<file path="config.mk">
export PLATFORM = sky130hd
export DESIGN_NAME = url_component_splitter
export DESIGN_NICKNAME = d
export VERILOG_FILES = /design/src/rtl/ucs_pkg.sv /design/src/rtl/url_component_splitter.sv
export SDC_FILE = /design/constraint.sdc
export NUM_CORES = 1
export LEC_CHECK = 0
export ABC_AREA = 1
export BUFFER_PORTS_ARGS = -buffer_cell sky130_fd_sc_hd__clkbuf_2
export CAP_MARGIN = 20
export CORE_MARGIN = 1
export CORE_UTILIZATION = 30
export DETAILED_ROUTE_END_ITERATION = 6
export SLEW_MARGIN = 0
export SYNTH_ARGS = -nofsm -noshare
export SYNTH_HDL_FRONTEND = slang
export SYNTH_SLANG_ARGS = --single-unit
</file>
<file path="constraint.sdc">
create_clock -name clk -period 8.5 [get_ports clk]
set_input_delay 0.425 -clock clk [delete_from_list [all_inputs] [get_ports clk]]
set_output_delay 0.425 -clock clk [all_outputs]
set_load 0.01 [all_outputs]
</file>
<file path="src/rtl/ucs_pkg.sv">
// ----------------------------------------------------------------------------
// ucs_pkg - URL component splitter shared types and constants
// Phase, part-tag, scheme-match and port sub-state encodings, plus
// character classes used by the splitter.
// ----------------------------------------------------------------------------
`default_nettype none

package ucs_pkg;

  typedef enum logic [3:0] {
    PH_SCH_FIRST  = 4'd0,
    PH_SCH_REST   = 4'd1,
    PH_COLON      = 4'd2,
    PH_SLASH1     = 4'd3,
    PH_HOST_FIRST = 4'd4,
    PH_HOST       = 4'd5,
    PH_V6         = 4'd6,
    PH_AFTER_V6   = 4'd7,
    PH_PORT       = 4'd8,
    PH_PATH       = 4'd9,
    PH_QUERY      = 4'd10,
    PH_FRAG       = 4'd11,
    PH_DEAD       = 4'd12
  } phase_t;

  typedef enum logic [2:0] {
    PT_SCHEME  = 3'd0,
    PT_DELIM   = 3'd1,
    PT_HOST    = 3'd2,
    PT_PORT    = 3'd3,
    PT_PATH    = 3'd4,
    PT_QUERY   = 3'd5,
    PT_FRAG    = 3'd6,
    PT_DISCARD = 3'd7
  } part_t;

  // progress of the "http" / "https" scheme match
  typedef enum logic [2:0] {
    SM_START = 3'd0,
    SM_H     = 3'd1,
    SM_HT    = 3'd2,
    SM_HTT   = 3'd3,
    SM_HTTP  = 3'd4,
    SM_HTTPS = 3'd5,
    SM_NONE  = 3'd6
  } smatch_t;

  // port text sub-state, stoi style
  typedef enum logic [1:0] {
    PS_WS     = 2'd0,
    PS_SIGN   = 2'd1,
    PS_DIGITS = 2'd2,
    PS_DONE   = 2'd3
  } psub_t;

  localparam logic [7:0] CH_COLON = 8'h3A;
  localparam logic [7:0] CH_SLASH = 8'h2F;
  localparam logic [7:0] CH_LBRK  = 8'h5B;
  localparam logic [7:0] CH_RBRK  = 8'h5D;
  localparam logic [7:0] CH_QUEST = 8'h3F;
  localparam logic [7:0] CH_HASH  = 8'h23;
  localparam logic [7:0] CH_PLUS  = 8'h2B;
  localparam logic [7:0] CH_MINUS = 8'h2D;
  localparam logic [7:0] CH_DOT   = 8'h2E;
  localparam logic [7:0] CH_LC_H  = 8'h68;
  localparam logic [7:0] CH_LC_T  = 8'h74;
  localparam logic [7:0] CH_LC_P  = 8'h70;
  localparam logic [7:0] CH_LC_S  = 8'h73;

  localparam logic [16:0] PORT_SAT     = 17'd65536;
  localparam logic [15:0] PORT_HTTP    = 16'd80;
  localparam logic [15:0] PORT_HTTPS   = 16'd443;

  function automatic logic is_upper(input logic [7:0] c);
    return (c >= 8'h41) && (c <= 8'h5A);
  endfunction

  function automatic logic is_alpha(input logic [7:0] c);
    return is_upper(c) || ((c >= 8'h61) && (c <= 8'h7A));
  endfunction

  function automatic logic is_digit(input logic [7:0] c);
    return (c >= 8'h30) && (c <= 8'h39);
  endfunction

  function automatic logic is_space(input logic [7:0] c);
    return (c == 8'h20) || ((c >= 8'h09) && (c <= 8'h0D));
  endfunction

endpackage

`default_nettype wire

</file>
<file path="src/rtl/url_component_splitter.sv">
// ----------------------------------------------------------------------------
// url_component_splitter - streaming URL splitter
// Tags each URL byte by component and reports a per-URL summary on the
// last byte.
// ----------------------------------------------------------------------------
`default_nettype none

// One request carries one URL byte; the block answers with exactly one
// result per byte, one byte per clock while out_ready is held high. The byte
// is classified by a single level of logic against the parse-state registers
// and written into the result register, so the result appears the cycle
// after the request is taken; in_ready stays high while the result register
// is empty or being drained, so back-to-back bytes flow with no bubbles.
// Scheme bytes come out lower-cased. On the request flagged last, the result
// also carries validity, the port (parsed, or 80/443 for http/https) and
// whether the path defaulted to '/', and the parse state returns to its
// reset value so the next byte starts a new URL. The summary fields read
// zero on every other result.
module url_component_splitter
  import ucs_pkg::*;
(
  input  wire logic        clk,
  input  wire logic        rst_n,
  // request channel
  input  wire logic        in_valid,
  output logic             in_ready,
  input  wire logic [7:0]  in_ch,
  input  wire logic        in_last,
  // result channel
  output logic             out_valid,
  input  wire logic        out_ready,
  output logic [7:0]       out_ch_out,
  output logic [2:0]       out_part,
  output logic             out_done_res,
  output logic             out_valid_res,
  output logic             out_port_present,
  output logic [15:0]      out_port,
  output logic             out_path_defaulted
);

  // parse state
  phase_t      phase_r,         phase_nxt;
  logic        failed_r,        failed_nxt;
  smatch_t     smatch_r,        smatch_nxt;
  logic        host_ne_r,       host_ne_nxt;
  logic        bracketed_r,     bracketed_nxt;
  psub_t       psub_r,          psub_nxt;
  logic [16:0] pval_r,          pval_nxt;
  logic        perr_r,          perr_nxt;
  logic        port_seen_r,     port_seen_nxt;
  logic        path_seen_r,     path_seen_nxt;

  // result register
  logic        out_valid_r;
  logic [7:0]  ch_out_r,   ch_out_nxt;
  part_t       part_r,     part_nxt;
  logic        done_r;
  logic        vres_r,     vres_nxt;
  logic        ppres_r,    ppres_nxt;
  logic [15:0] port_r,     port_nxt;
  logic        pdef_r,     pdef_nxt;

  logic        accept;
  logic [7:0]  lc_ch;
  logic [19:0] pval_mul;   // value*10 + digit, before saturation
  logic        digit_step;

  assign in_ready = !out_valid_r || out_ready;
  assign accept   = in_valid && in_ready;

  assign lc_ch    = is_upper(in_ch) ? (in_ch + 8'd32) : in_ch;
  // times ten as two shifts and an add
  assign pval_mul = {pval_r, 3'b000} + {2'b00, pval_r, 1'b0} + {16'd0, in_ch[3:0]};

  always_comb begin
    phase_nxt     = phase_r;
    failed_nxt    = failed_r;
    smatch_nxt    = smatch_r;
    host_ne_nxt   = host_ne_r;
    bracketed_nxt = bracketed_r;
    psub_nxt      = psub_r;
    pval_nxt      = pval_r;
    perr_nxt      = perr_r;
    port_seen_nxt = port_seen_r;
    path_seen_nxt = path_seen_r;
    ch_out_nxt    = in_ch;
    part_nxt      = PT_DISCARD;
    vres_nxt      = 1'b0;
    ppres_nxt     = 1'b0;
    port_nxt      = 16'd0;
    pdef_nxt      = 1'b0;
    digit_step    = 1'b0;

    case (phase_r)
      PH_SCH_FIRST, PH_SCH_REST: begin
        if (phase_r == PH_SCH_REST && in_ch == CH_COLON) begin
          part_nxt  = PT_DELIM;
          phase_nxt = PH_COLON;
        end else if (is_alpha(in_ch) || (phase_r == PH_SCH_REST &&
                     (is_digit(in_ch) || in_ch == CH_PLUS ||
                      in_ch == CH_MINUS || in_ch == CH_DOT))) begin
          part_nxt   = PT_SCHEME;
          ch_out_nxt = lc_ch;
          phase_nxt  = PH_SCH_REST;
          case (smatch_r)
            SM_START: smatch_nxt = (lc_ch == CH_LC_H) ? SM_H     : SM_NONE;
            SM_H:     smatch_nxt = (lc_ch == CH_LC_T) ? SM_HT    : SM_NONE;
            SM_HT:    smatch_nxt = (lc_ch == CH_LC_T) ? SM_HTT   : SM_NONE;
            SM_HTT:   smatch_nxt = (lc_ch == CH_LC_P) ? SM_HTTP  : SM_NONE;
            SM_HTTP:  smatch_nxt = (lc_ch == CH_LC_S) ? SM_HTTPS : SM_NONE;
            default:  smatch_nxt = SM_NONE;
          endcase
        end else begin
          failed_nxt = 1'b1;
          phase_nxt  = PH_DEAD;
        end
      end
      PH_COLON, PH_SLASH1: begin
        if (in_ch == CH_SLASH) begin
          part_nxt  = PT_DELIM;
          phase_nxt = (phase_r == PH_COLON) ? PH_SLASH1 : PH_HOST_FIRST;
        end else begin
          failed_nxt = 1'b1;
          phase_nxt  = PH_DEAD;
        end
      end
      PH_HOST_FIRST, PH_HOST: begin
        if (in_ch == CH_SLASH) begin
          part_nxt      = PT_PATH;
          path_seen_nxt = 1'b1;
          phase_nxt     = PH_PATH;
        end else if (in_ch == CH_COLON) begin
          part_nxt      = PT_DELIM;
          port_seen_nxt = 1'b1;
          phase_nxt     = PH_PORT;
        end else if (phase_r == PH_HOST_FIRST && in_ch == CH_LBRK) begin
          part_nxt      = PT_DELIM;
          bracketed_nxt = 1'b1;
          phase_nxt     = PH_V6;
        end else begin
          part_nxt    = PT_HOST;
          host_ne_nxt = 1'b1;
          phase_nxt   = PH_HOST;
        end
      end
      PH_V6: begin
        if (in_ch == CH_RBRK) begin
          part_nxt  = PT_DELIM;
          phase_nxt = PH_AFTER_V6;
        end else if (in_ch == CH_SLASH) begin
          // slash inside brackets: unterminated IPv6 literal
          failed_nxt = 1'b1;
          phase_nxt  = PH_DEAD;
        end else begin
          part_nxt    = PT_HOST;
          host_ne_nxt = 1'b1;
        end
      end
      PH_AFTER_V6: begin
        if (in_ch == CH_COLON) begin
          part_nxt      = PT_DELIM;
          port_seen_nxt = 1'b1;
          phase_nxt     = PH_PORT;
        end else if (in_ch == CH_SLASH) begin
          part_nxt      = PT_PATH;
          path_seen_nxt = 1'b1;
          phase_nxt     = PH_PATH;
        end
      end
      PH_PORT: begin
        if (in_ch == CH_SLASH) begin
          if (psub_r == PS_WS || psub_r == PS_SIGN ||
              pval_r == 17'd0 || pval_r == PORT_SAT) begin
            perr_nxt = 1'b1;
          end
          part_nxt      = PT_PATH;
          path_seen_nxt = 1'b1;
          phase_nxt     = PH_PATH;
        end else begin
          part_nxt = PT_PORT;
          case (psub_r)
            PS_WS: begin
              if (is_space(in_ch)) begin
                // skip leading whitespace
              end else if (in_ch == CH_PLUS || in_ch == CH_MINUS) begin
                if (in_ch == CH_MINUS) perr_nxt = 1'b1;
                psub_nxt = PS_SIGN;
              end else begin
                digit_step = 1'b1;
              end
            end
            PS_SIGN, PS_DIGITS: digit_step = 1'b1;
            default: ;
          endcase
          if (digit_step) begin
            if (is_digit(in_ch)) begin
              pval_nxt = (pval_mul > {3'd0, PORT_SAT}) ? PORT_SAT : pval_mul[16:0];
              psub_nxt = PS_DIGITS;
            end else begin
              if (psub_r != PS_DIGITS) perr_nxt = 1'b1;
              psub_nxt = PS_DONE;
            end
          end
        end
      end
      PH_PATH: begin
        if (in_ch == CH_QUEST) begin
          part_nxt  = PT_DELIM;
          phase_nxt = PH_QUERY;
        end else if (in_ch == CH_HASH) begin
          part_nxt  = PT_DELIM;
          phase_nxt = PH_FRAG;
        end else begin
          part_nxt = PT_PATH;
        end
      end
      PH_QUERY: begin
        if (in_ch == CH_HASH) begin
          part_nxt  = PT_DELIM;
          phase_nxt = PH_FRAG;
        end else begin
          part_nxt = PT_QUERY;
        end
      end
      PH_FRAG:  part_nxt = PT_FRAG;
      default:  part_nxt = PT_DISCARD;
    endcase

    // end of URL: close out the port and build the summary
    if (in_last) begin
      if (phase_nxt == PH_PORT &&
          (psub_nxt == PS_WS || psub_nxt == PS_SIGN ||
           pval_nxt == 17'd0 || pval_nxt == PORT_SAT)) begin
        perr_nxt = 1'b1;
      end
      if (phase_nxt == PH_SCH_FIRST || phase_nxt == PH_SCH_REST ||
          phase_nxt == PH_COLON || phase_nxt == PH_SLASH1 || phase_nxt == PH_V6) begin
        failed_nxt = 1'b1;
      end
      if (!failed_nxt) begin
        vres_nxt = host_ne_nxt && !perr_nxt;
        pdef_nxt = !path_seen_nxt;
        if (port_seen_nxt) begin
          if (!perr_nxt) begin
            ppres_nxt = 1'b1;
            port_nxt  = pval_nxt[15:0];
          end
        end else if (smatch_nxt == SM_HTTP) begin
          ppres_nxt = 1'b1;
          port_nxt  = PORT_HTTP;
        end else if (smatch_nxt == SM_HTTPS) begin
          ppres_nxt = 1'b1;
          port_nxt  = PORT_HTTPS;
        end
      end
      // next byte starts a fresh URL
      phase_nxt     = PH_SCH_FIRST;
      failed_nxt    = 1'b0;
      smatch_nxt    = SM_START;
      host_ne_nxt   = 1'b0;
      bracketed_nxt = 1'b0;
      psub_nxt      = PS_WS;
      pval_nxt      = 17'd0;
      perr_nxt      = 1'b0;
      port_seen_nxt = 1'b0;
      path_seen_nxt = 1'b0;
    end
  end

  // parse state registers
  always_ff @(posedge clk) begin
    if (!rst_n) begin
      phase_r     <= PH_SCH_FIRST;
      failed_r    <= 1'b0;
      smatch_r    <= SM_START;
      host_ne_r   <= 1'b0;
      bracketed_r <= 1'b0;
      psub_r      <= PS_WS;
      pval_r      <= 17'd0;
      perr_r      <= 1'b0;
      port_seen_r <= 1'b0;
      path_seen_r <= 1'b0;
    end else if (accept) begin
      phase_r     <= phase_nxt;
      failed_r    <= failed_nxt;
      smatch_r    <= smatch_nxt;
      host_ne_r   <= host_ne_nxt;
      bracketed_r <= bracketed_nxt;
      psub_r      <= psub_nxt;
      pval_r      <= pval_nxt;
      perr_r      <= perr_nxt;
      port_seen_r <= port_seen_nxt;
      path_seen_r <= path_seen_nxt;
    end
  end

  // result valid
  always_ff @(posedge clk) begin
    if (!rst_n) begin
      out_valid_r <= 1'b0;
    end else if (accept) begin
      out_valid_r <= 1'b1;
    end else if (out_ready) begin
      out_valid_r <= 1'b0;
    end
  end

  // result payload, loaded on every accepted request
  always_ff @(posedge clk) begin
    if (accept) begin
      ch_out_r <= ch_out_nxt;
      part_r   <= part_nxt;
      done_r   <= in_last;
      vres_r   <= vres_nxt;
      ppres_r  <= ppres_nxt;
      port_r   <= port_nxt;
      pdef_r   <= pdef_nxt;
    end
  end

  assign out_valid          = out_valid_r;
  assign out_ch_out         = ch_out_r;
  assign out_part           = part_r;
  assign out_done_res       = done_r;
  assign out_valid_res      = vres_r;
  assign out_port_present   = ppres_r;
  assign out_port           = port_r;
  assign out_path_defaulted = pdef_r;

endmodule

`default_nettype wire
</file>
==> results of run 1 <==
[state kept, by name, indices dropped and copies added (netlist names)]
signal / flops
failed_r: 1
host_ne_r: 1
out_ch_out: 8
out_done_res: 1
out_part: 3
out_path_defaulted: 1
out_port: 16
out_port_present: 1
out_valid: 1
out_valid_res: 1
path_seen_r: 1
perr_r: 1
phase_r: 4
port_seen_r: 1
psub_r: 2
pval_r: 17
smatch_r: 3
[power by group through the flow]
stage	Combinational, µW	Sequential, µW	Clock, µW
6_report	89.0	335	341
5_1_grt	99.1	336	359
4_1_cts	89.6	335	350
3_5_place_dp	89.1	341	0
3_3_place_gp	87.8	342	0
2_1_floorplan	52.0	346	0
[stage by stage]
step                      utilization [%]  hold WS [ns]  power [µW]
after global routing                 35.5         0.348         795
after CTS                            35.5         0.333         775
after floorplan                         -         0.452         398
final                                35.5         0.343         766
after detailed placement             33.8         0.469         431
after global placement               33.7         0.465         429
[how the worst max path moves through the flow]
stage                                      start  depth (start not counted)                        endpoint  slack (ns)
after floorplan                         in_ch[3]                         26  out_port_present$_SDFFCE_PP0P_        5.02
after global routing      pval_r[0]$_SDFFE_PN0P_                         26       out_port[9]$_SDFFCE_PP0P_        4.14
final                     pval_r[0]$_SDFFE_PN0P_                         25  out_port_present$_SDFFCE_PP0P_        4.54
after global placement                  in_ch[3]                         26  out_port_present$_SDFFCE_PP0P_        4.38
after detailed placement                in_ch[3]                         26  out_port_present$_SDFFCE_PP0P_        4.35
after CTS                 pval_r[0]$_SDFFE_PN0P_                         25  out_port_present$_SDFFCE_PP0P_        4.58
[cell usage after synthesis (2+ instances only)]
cell	count	area share (%)
nand2_1	230	16
inv_1	106	7.6
nor2_1	83	5.9
a21oi_1	49	4.7
nand3_1	49	4.7
ha_1	39	9.3
dfxtp_1	32	12
edfxtp_1	31	18
nand4_1	20	2.4
o21ai_0	16	1.5
nand2_2	12	1.4
nor2_2	12	1.4
nor3_1	11	1.1
clkbuf_1	9	0.64
nor4_1	8	0.96
inv_2	7	0.50
o21ai_1	7	0.67
nand3_2	5	0.96
a211oi_1	4	0.57
buf_2	3	0.29
buf_6	3	0.64
nand3b_1	3	0.43
nor3_2	3	0.57
o211ai_1	3	0.43
a21oi_2	2	0.33
and2_1	2	0.24
buf_4	2	0.29
fa_1	2	0.76
nor2_4	2	0.43
o21bai_1	2	0.29
xnor2_1	2	0.33
[worst max-delay path: cells and delay by family (launching register included)]
| family | cells | cell delay (ns) |
|---|---|---|
| buffers and inverters | 3 | 0.28 |
| adders and majority gates | 2 | 0.97 |
| DFF | 1 | 0.44 |
| and+or+nand+nor | 20 | 2.00 |
[cells in the final DEF (no fill, tap or decap), drive strengths merged, types with 2 or more instances in the layout]
cell type	count
nor3	15
nand3	55
nor4	9
o21ai	25
edfxtp	31
xnor2	2
nand3b	3
a211oi	4
inv	114
clkbuf	54
o211ai	3
clkinv	5
ha	39
nand2	243
buf	4
a21oi	51
dfxtp	32
fa	2
and2	2
nor2	97
o21bai	2
nand4	21
[cells by family after synthesis]
family | after synthesis | synth area share, %
adder cells (fa/ha/maj) | 41 | 10.1
AO/OA/AOI/OAI | 97 | 11.0
buffers and inverters | 130 | 9.96
flip-flops | 63 | 30.0
XOR/XNOR | 2 | 0.335
AND/OR/NAND/NOR | 446 | 38.6
[per-layer routing]
| metal | track usage [%] | wire length, µm |
|---|---|---|
| met1 | 22.1 | 7040 |
| met2 | 24.4 | 5830 |
| met3 | 3.40 | 603 |
| met4 | 5.56 | 254 |
| met5 | 0 | 0 |
[final cells by class]
cell class	count	area [µm²]	area share [%]
flip-flops and latches	63	1570	26.3
clock buffers	9	225	3.78
well taps	220	275	4.62
clock inverters	7	48.8	0.818
repair buffers	49	275	4.62
inverters	113	424	7.11
multi-input cells	586	3140	52.7
==> flow_summary.toml, run 1 <==
[timing]
worst_slack_ns = 4.54
min_period_over_period_pct = 46.6
worstMarginPinSlew_ns = 0.866
clock_skew_ns = 0.00976
slew_headroom_pct = 42.3
grt_setup_unrepaired = "no"
setup_tns_ns = 0
hold_viol_final = 0
fmax_ghz = 0.252
finalSetupViolations = 0
fin_crit_ns = 3.96
finalMaxSlewViolations = 0

[clock_network]
cts_buffers = 9
clock-root-buffer = "clkbuf_16"
cts_hold_buf = 0
path_clk_slew_ns = 0.06
cts.sinks = 63
post_cts_resized = 0
h-tree-depth = 3
post_cts_buffers = 0
clockBufferDepth = 2
cts_tree = "yes"
clock_latency_ns = 0.34

[placed_design]
dp.cells = 1031
io_buffers = 45
place_ws_ns = 4.35
dp_hpwl_um = 10500
routabilityCongestion = 0.879
dpl-instance-area_um2 = 5690

[pwr]
peakVddDrop_mv = 0.0959
p_sw_uw = 211
pwr-share-comb_pct = 11.6
p_leak_uw = 0.00284
seq_power_share_pct = 43.8
power_density_nw_per_um2 = 128
p_int_uw = 554
switching_share_pct = 27.6
pwr-share-clk_pct = 44.6

[global_route]
grt_use_total_pct = 16.0
grt_max_degree = 35
antenna_found_initial = 0
grt_pass1_wl_um = 22900
first_global_vias = 4707
grt_remaining_overflow = 0

[worst_setup_path]
timing.reg2reg.setup_slack_ns = 4.54
end_kind = "register"
r2r_end = "out_port_present$_SDFFCE_PP0P_"
start_kind = "register"
cp_slowest_stage_delay_ns = 0.50
required_ns = 8.59
reg2reg_from = "pval_r[0]$_SDFFE_PN0P_"
cp_slowest_cell = "fa_1"
crit_top_cell = "nand2_1"
crit_fanout = 15
r2r_cells = 25
critPathKind = "register to register"
crit_arrival_ns = 4.06

[worst_hold_path]
hold_path_startpoint = "in_last"
hold_depth = 1
holdPathEnd = "out_done_res$_DFFE_PP_"
hold_path.class = "primary input to register"

[synth]
synth-seq-cells = 63
netlist_instances = 779
syn_area_um2 = 5240
async_flop_share_pct = 0
syn_nets = 833
avgSynthCellArea_um2 = 6.72
synth_cell_types = 51
yosysWarnings = 0
yosysSeqAreaShare_pct = 30.0
synth_edf_count = 31
synthFlopType = "dfxtp_1"

[die]
rows = 47
dieArea_um2 = 18000
core_um2 = 16800
pin_count = 46
die_w_um = 134
die_h_um = 134
initial_core_util_pct = 31.1

[final_layout]
final_area_um2 = 5960
final_nets = 876
fillers = 1833
drive_gt1_share_pct = 14.3
fin_cells = 1047
diodes = 0
area_delta_synth_final_pct = 13.9

[drt]
vias_per_cell = 4.78
drtIter0Drc = 383
drt_pass1_iterations = 4
vias = 5001
drc = 0
routed_wl_um = 13700
ant_nets = 0
drt-wirelength-per-cell_um = 13.1

[status]
run_status = "finished, final reports clean"

[job]
cap_violations = 0
Note: power is estimated with default switching activity, not from simulation.
==> inputs of run 2 (changes only) <==
==> constraint.sdc (replaced) <==
create_clock -name clk -period 3.6 [get_ports clk]
set_input_delay 0.18 -clock clk [delete_from_list [all_inputs] [get_ports clk]]
set_output_delay 0.18 -clock clk [all_outputs]
set_load 0.01 [all_outputs]
==> flow_summary.toml, run 2 (same netlist as run 1, synthesis figures left out) <==
[final_layout]
final_core_util_pct = 40.0
final_area_um2 = 6730
final_nets = 925
ff_latch_area_um2 = 1580
drive_gt1_share_pct = 27.2
largest_reg_flops = 17
multi_input_area_um2 = 3510
area_delta_synth_final_pct = 28.6
fillers = 1782
diodes = 0
final_common_cell = "nand2_1"
mostFrequentLayoutCells = "nand2_1 (204), inv_1 (102), nor2_1 (75), a21oi_1 (48), buf_4 (47)"
top_register = "pval_r"

[die]
dieArea_um2 = 18000
rows = 47
core_um2 = 16800
initial_core_util_pct = 31.1
die_h_um = 134
pin_count = 46
die_w_um = 134

[timing]
finalMaxSlewViolations = 0
hold_viol_final = 0
hold_ws_ns = 0.0896
min_period_over_period_pct = 96.5
worstMarginPinSlew_ns = 0.765
fin_crit_ns = 3.47
clock_skew_ns = 0.00701
finalSetupViolations = 0
slew_headroom_pct = 48.6
fmax_ghz = 0.288
grt_setup_unrepaired = "yes"

[clock_network]
path_clk_slew_ns = 0.06
clock_latency_ns = 0.33
cts_buffers = 9
h-tree-depth = 3
cts.sinks = 63
cts_tree = "yes"
clockBufferDepth = 2
clock-root-buffer = "clkbuf_16"
cts_hold_buf = 0

[worst_setup_path]
critPathKind = "register to register"
crit_fanout = 8
end_kind = "register"
required_ns = 3.79
start_kind = "register"
crit_arrival_ns = 3.67

[placed_design]
routabilityCongestion = 0.899
dpl-instance-area_um2 = 5970
io_buffers = 45
dp_hpwl_um = 11100

[global_route]
antenna_found_initial = 0
grt_max_degree = 35
first_global_vias = 4894
grt_remaining_overflow = 0
grt_use_total_pct = 16.5
grt_pass1_wl_um = 23900

[pwr]
power_density_nw_per_um2 = 283
p_leak_uw = 0.00313
peakVddDrop_mv = 0.213

[drt]
drt-wirelength-per-cell_um = 13.6
vias = 5362
vias_per_cell = 4.89
drt_pass1_iterations = 7
drtIter0Drc = 476
routed_wl_um = 15000
ant_nets = 0
drc = 0

[job]
cap_violations = 0

[worst_hold_path]
hold_path.class = "primary input to register"

[status]
run_status = "finished, final reports clean"
[run 2: changes by cell type in the layout (fill, tap and decap cells not counted), sizes merged]
cell and change:
inv -1, clkinv -1, nand3 +1, nand2 +2, clkinvlp +1, buf +46, bufinv +1
[run 2: what timing repair did]
item                                    4_1_cts  5_1_grt
cloned                                        1        2
pin swaps                                     1       35
buffers inserted                              2        7
endpoints found under the setup margin       13       18
gates resized for setup                       3       90
[run 2: final timing paths]
kind	endpoint	from	slack (ns)	cells past startpoint
setup / recovery	out_port[13]$_SDFFCE_PP0P_	pval_r[2]$_SDFFE_PN0P_	0.13	25
hold / removal	out_done_res$_DFFE_PP_	in_last	0.09	1
setup reg to reg	out_port[13]$_SDFFCE_PP0P_	pval_r[2]$_SDFFE_PN0P_	0.13	25
hold reg to reg	failed_r$_SDFFE_PN0P_	failed_r$_SDFFE_PN0P_	0.48	2
[run 2: final cells by class]
type / instances / area share [%]
clock inverter: 7 / 1.08
clock buffer: 9 / 3.34
tap: 220 / 4.09
timing repair buffer: 95 / 9.46
sequential: 63 / 23.5
inverter: 113 / 6.37
multi-input combinational: 589 / 52.2
[run 2: layer usage]
layer  wire (µm)  up-vias  GRT usage [%]
li1            -     2747              -
met3         638       17           2.19
met1        7420     2459           23.5
met5           0        -              0
met2        6700      139           26.2
met4         189        0           4.49
[run 2: per-stage QoR]
stage | TNS (ns) | power, µW | setup slack (ns) | instances
floorplan | 0 | 939 | 0.204 | 779
global placement | -0.625 | 1020 | -0.0927 | 1067
detailed placement | -1.60 | 1020 | -0.151 | 1068
CTS | 0 | 1910 | 0.00273 | 1087
global route | -0.716 | 1970 | -0.0899 | 1096
finish | 0 | 1900 | 0.127 | 1096
[run 2: worst max-delay path: stages (launching register included)]
cell and delay (ns):
dfxtp_2 0.34, inv_2 0.04, fa_2 0.56, inv_2 0.05
ha_4 0.26, nand2_1 0.06, nor2_2 0.11, nand2_2 0.09
buf_4 0.13, nand4_1 0.06, nand2_1 0.09, nor2_1 0.13
nand3_2 0.11, nor2_4 0.13, nand3_4 0.14, nand2_8 0.16
nand3_2 0.08, nand2_2 0.08, nor2_1 0.05, nand2_1 0.05
nor2_1 0.04, nand2_1 0.07, nand2_2 0.10, nand2_4 0.12
nand3_4 0.15, nor2_2 0.15
[run 2: power by group]
part           internal (µW)  switching [µW]
Sequential               780            12.6
Clock                    537             345
Combinational           72.8             157
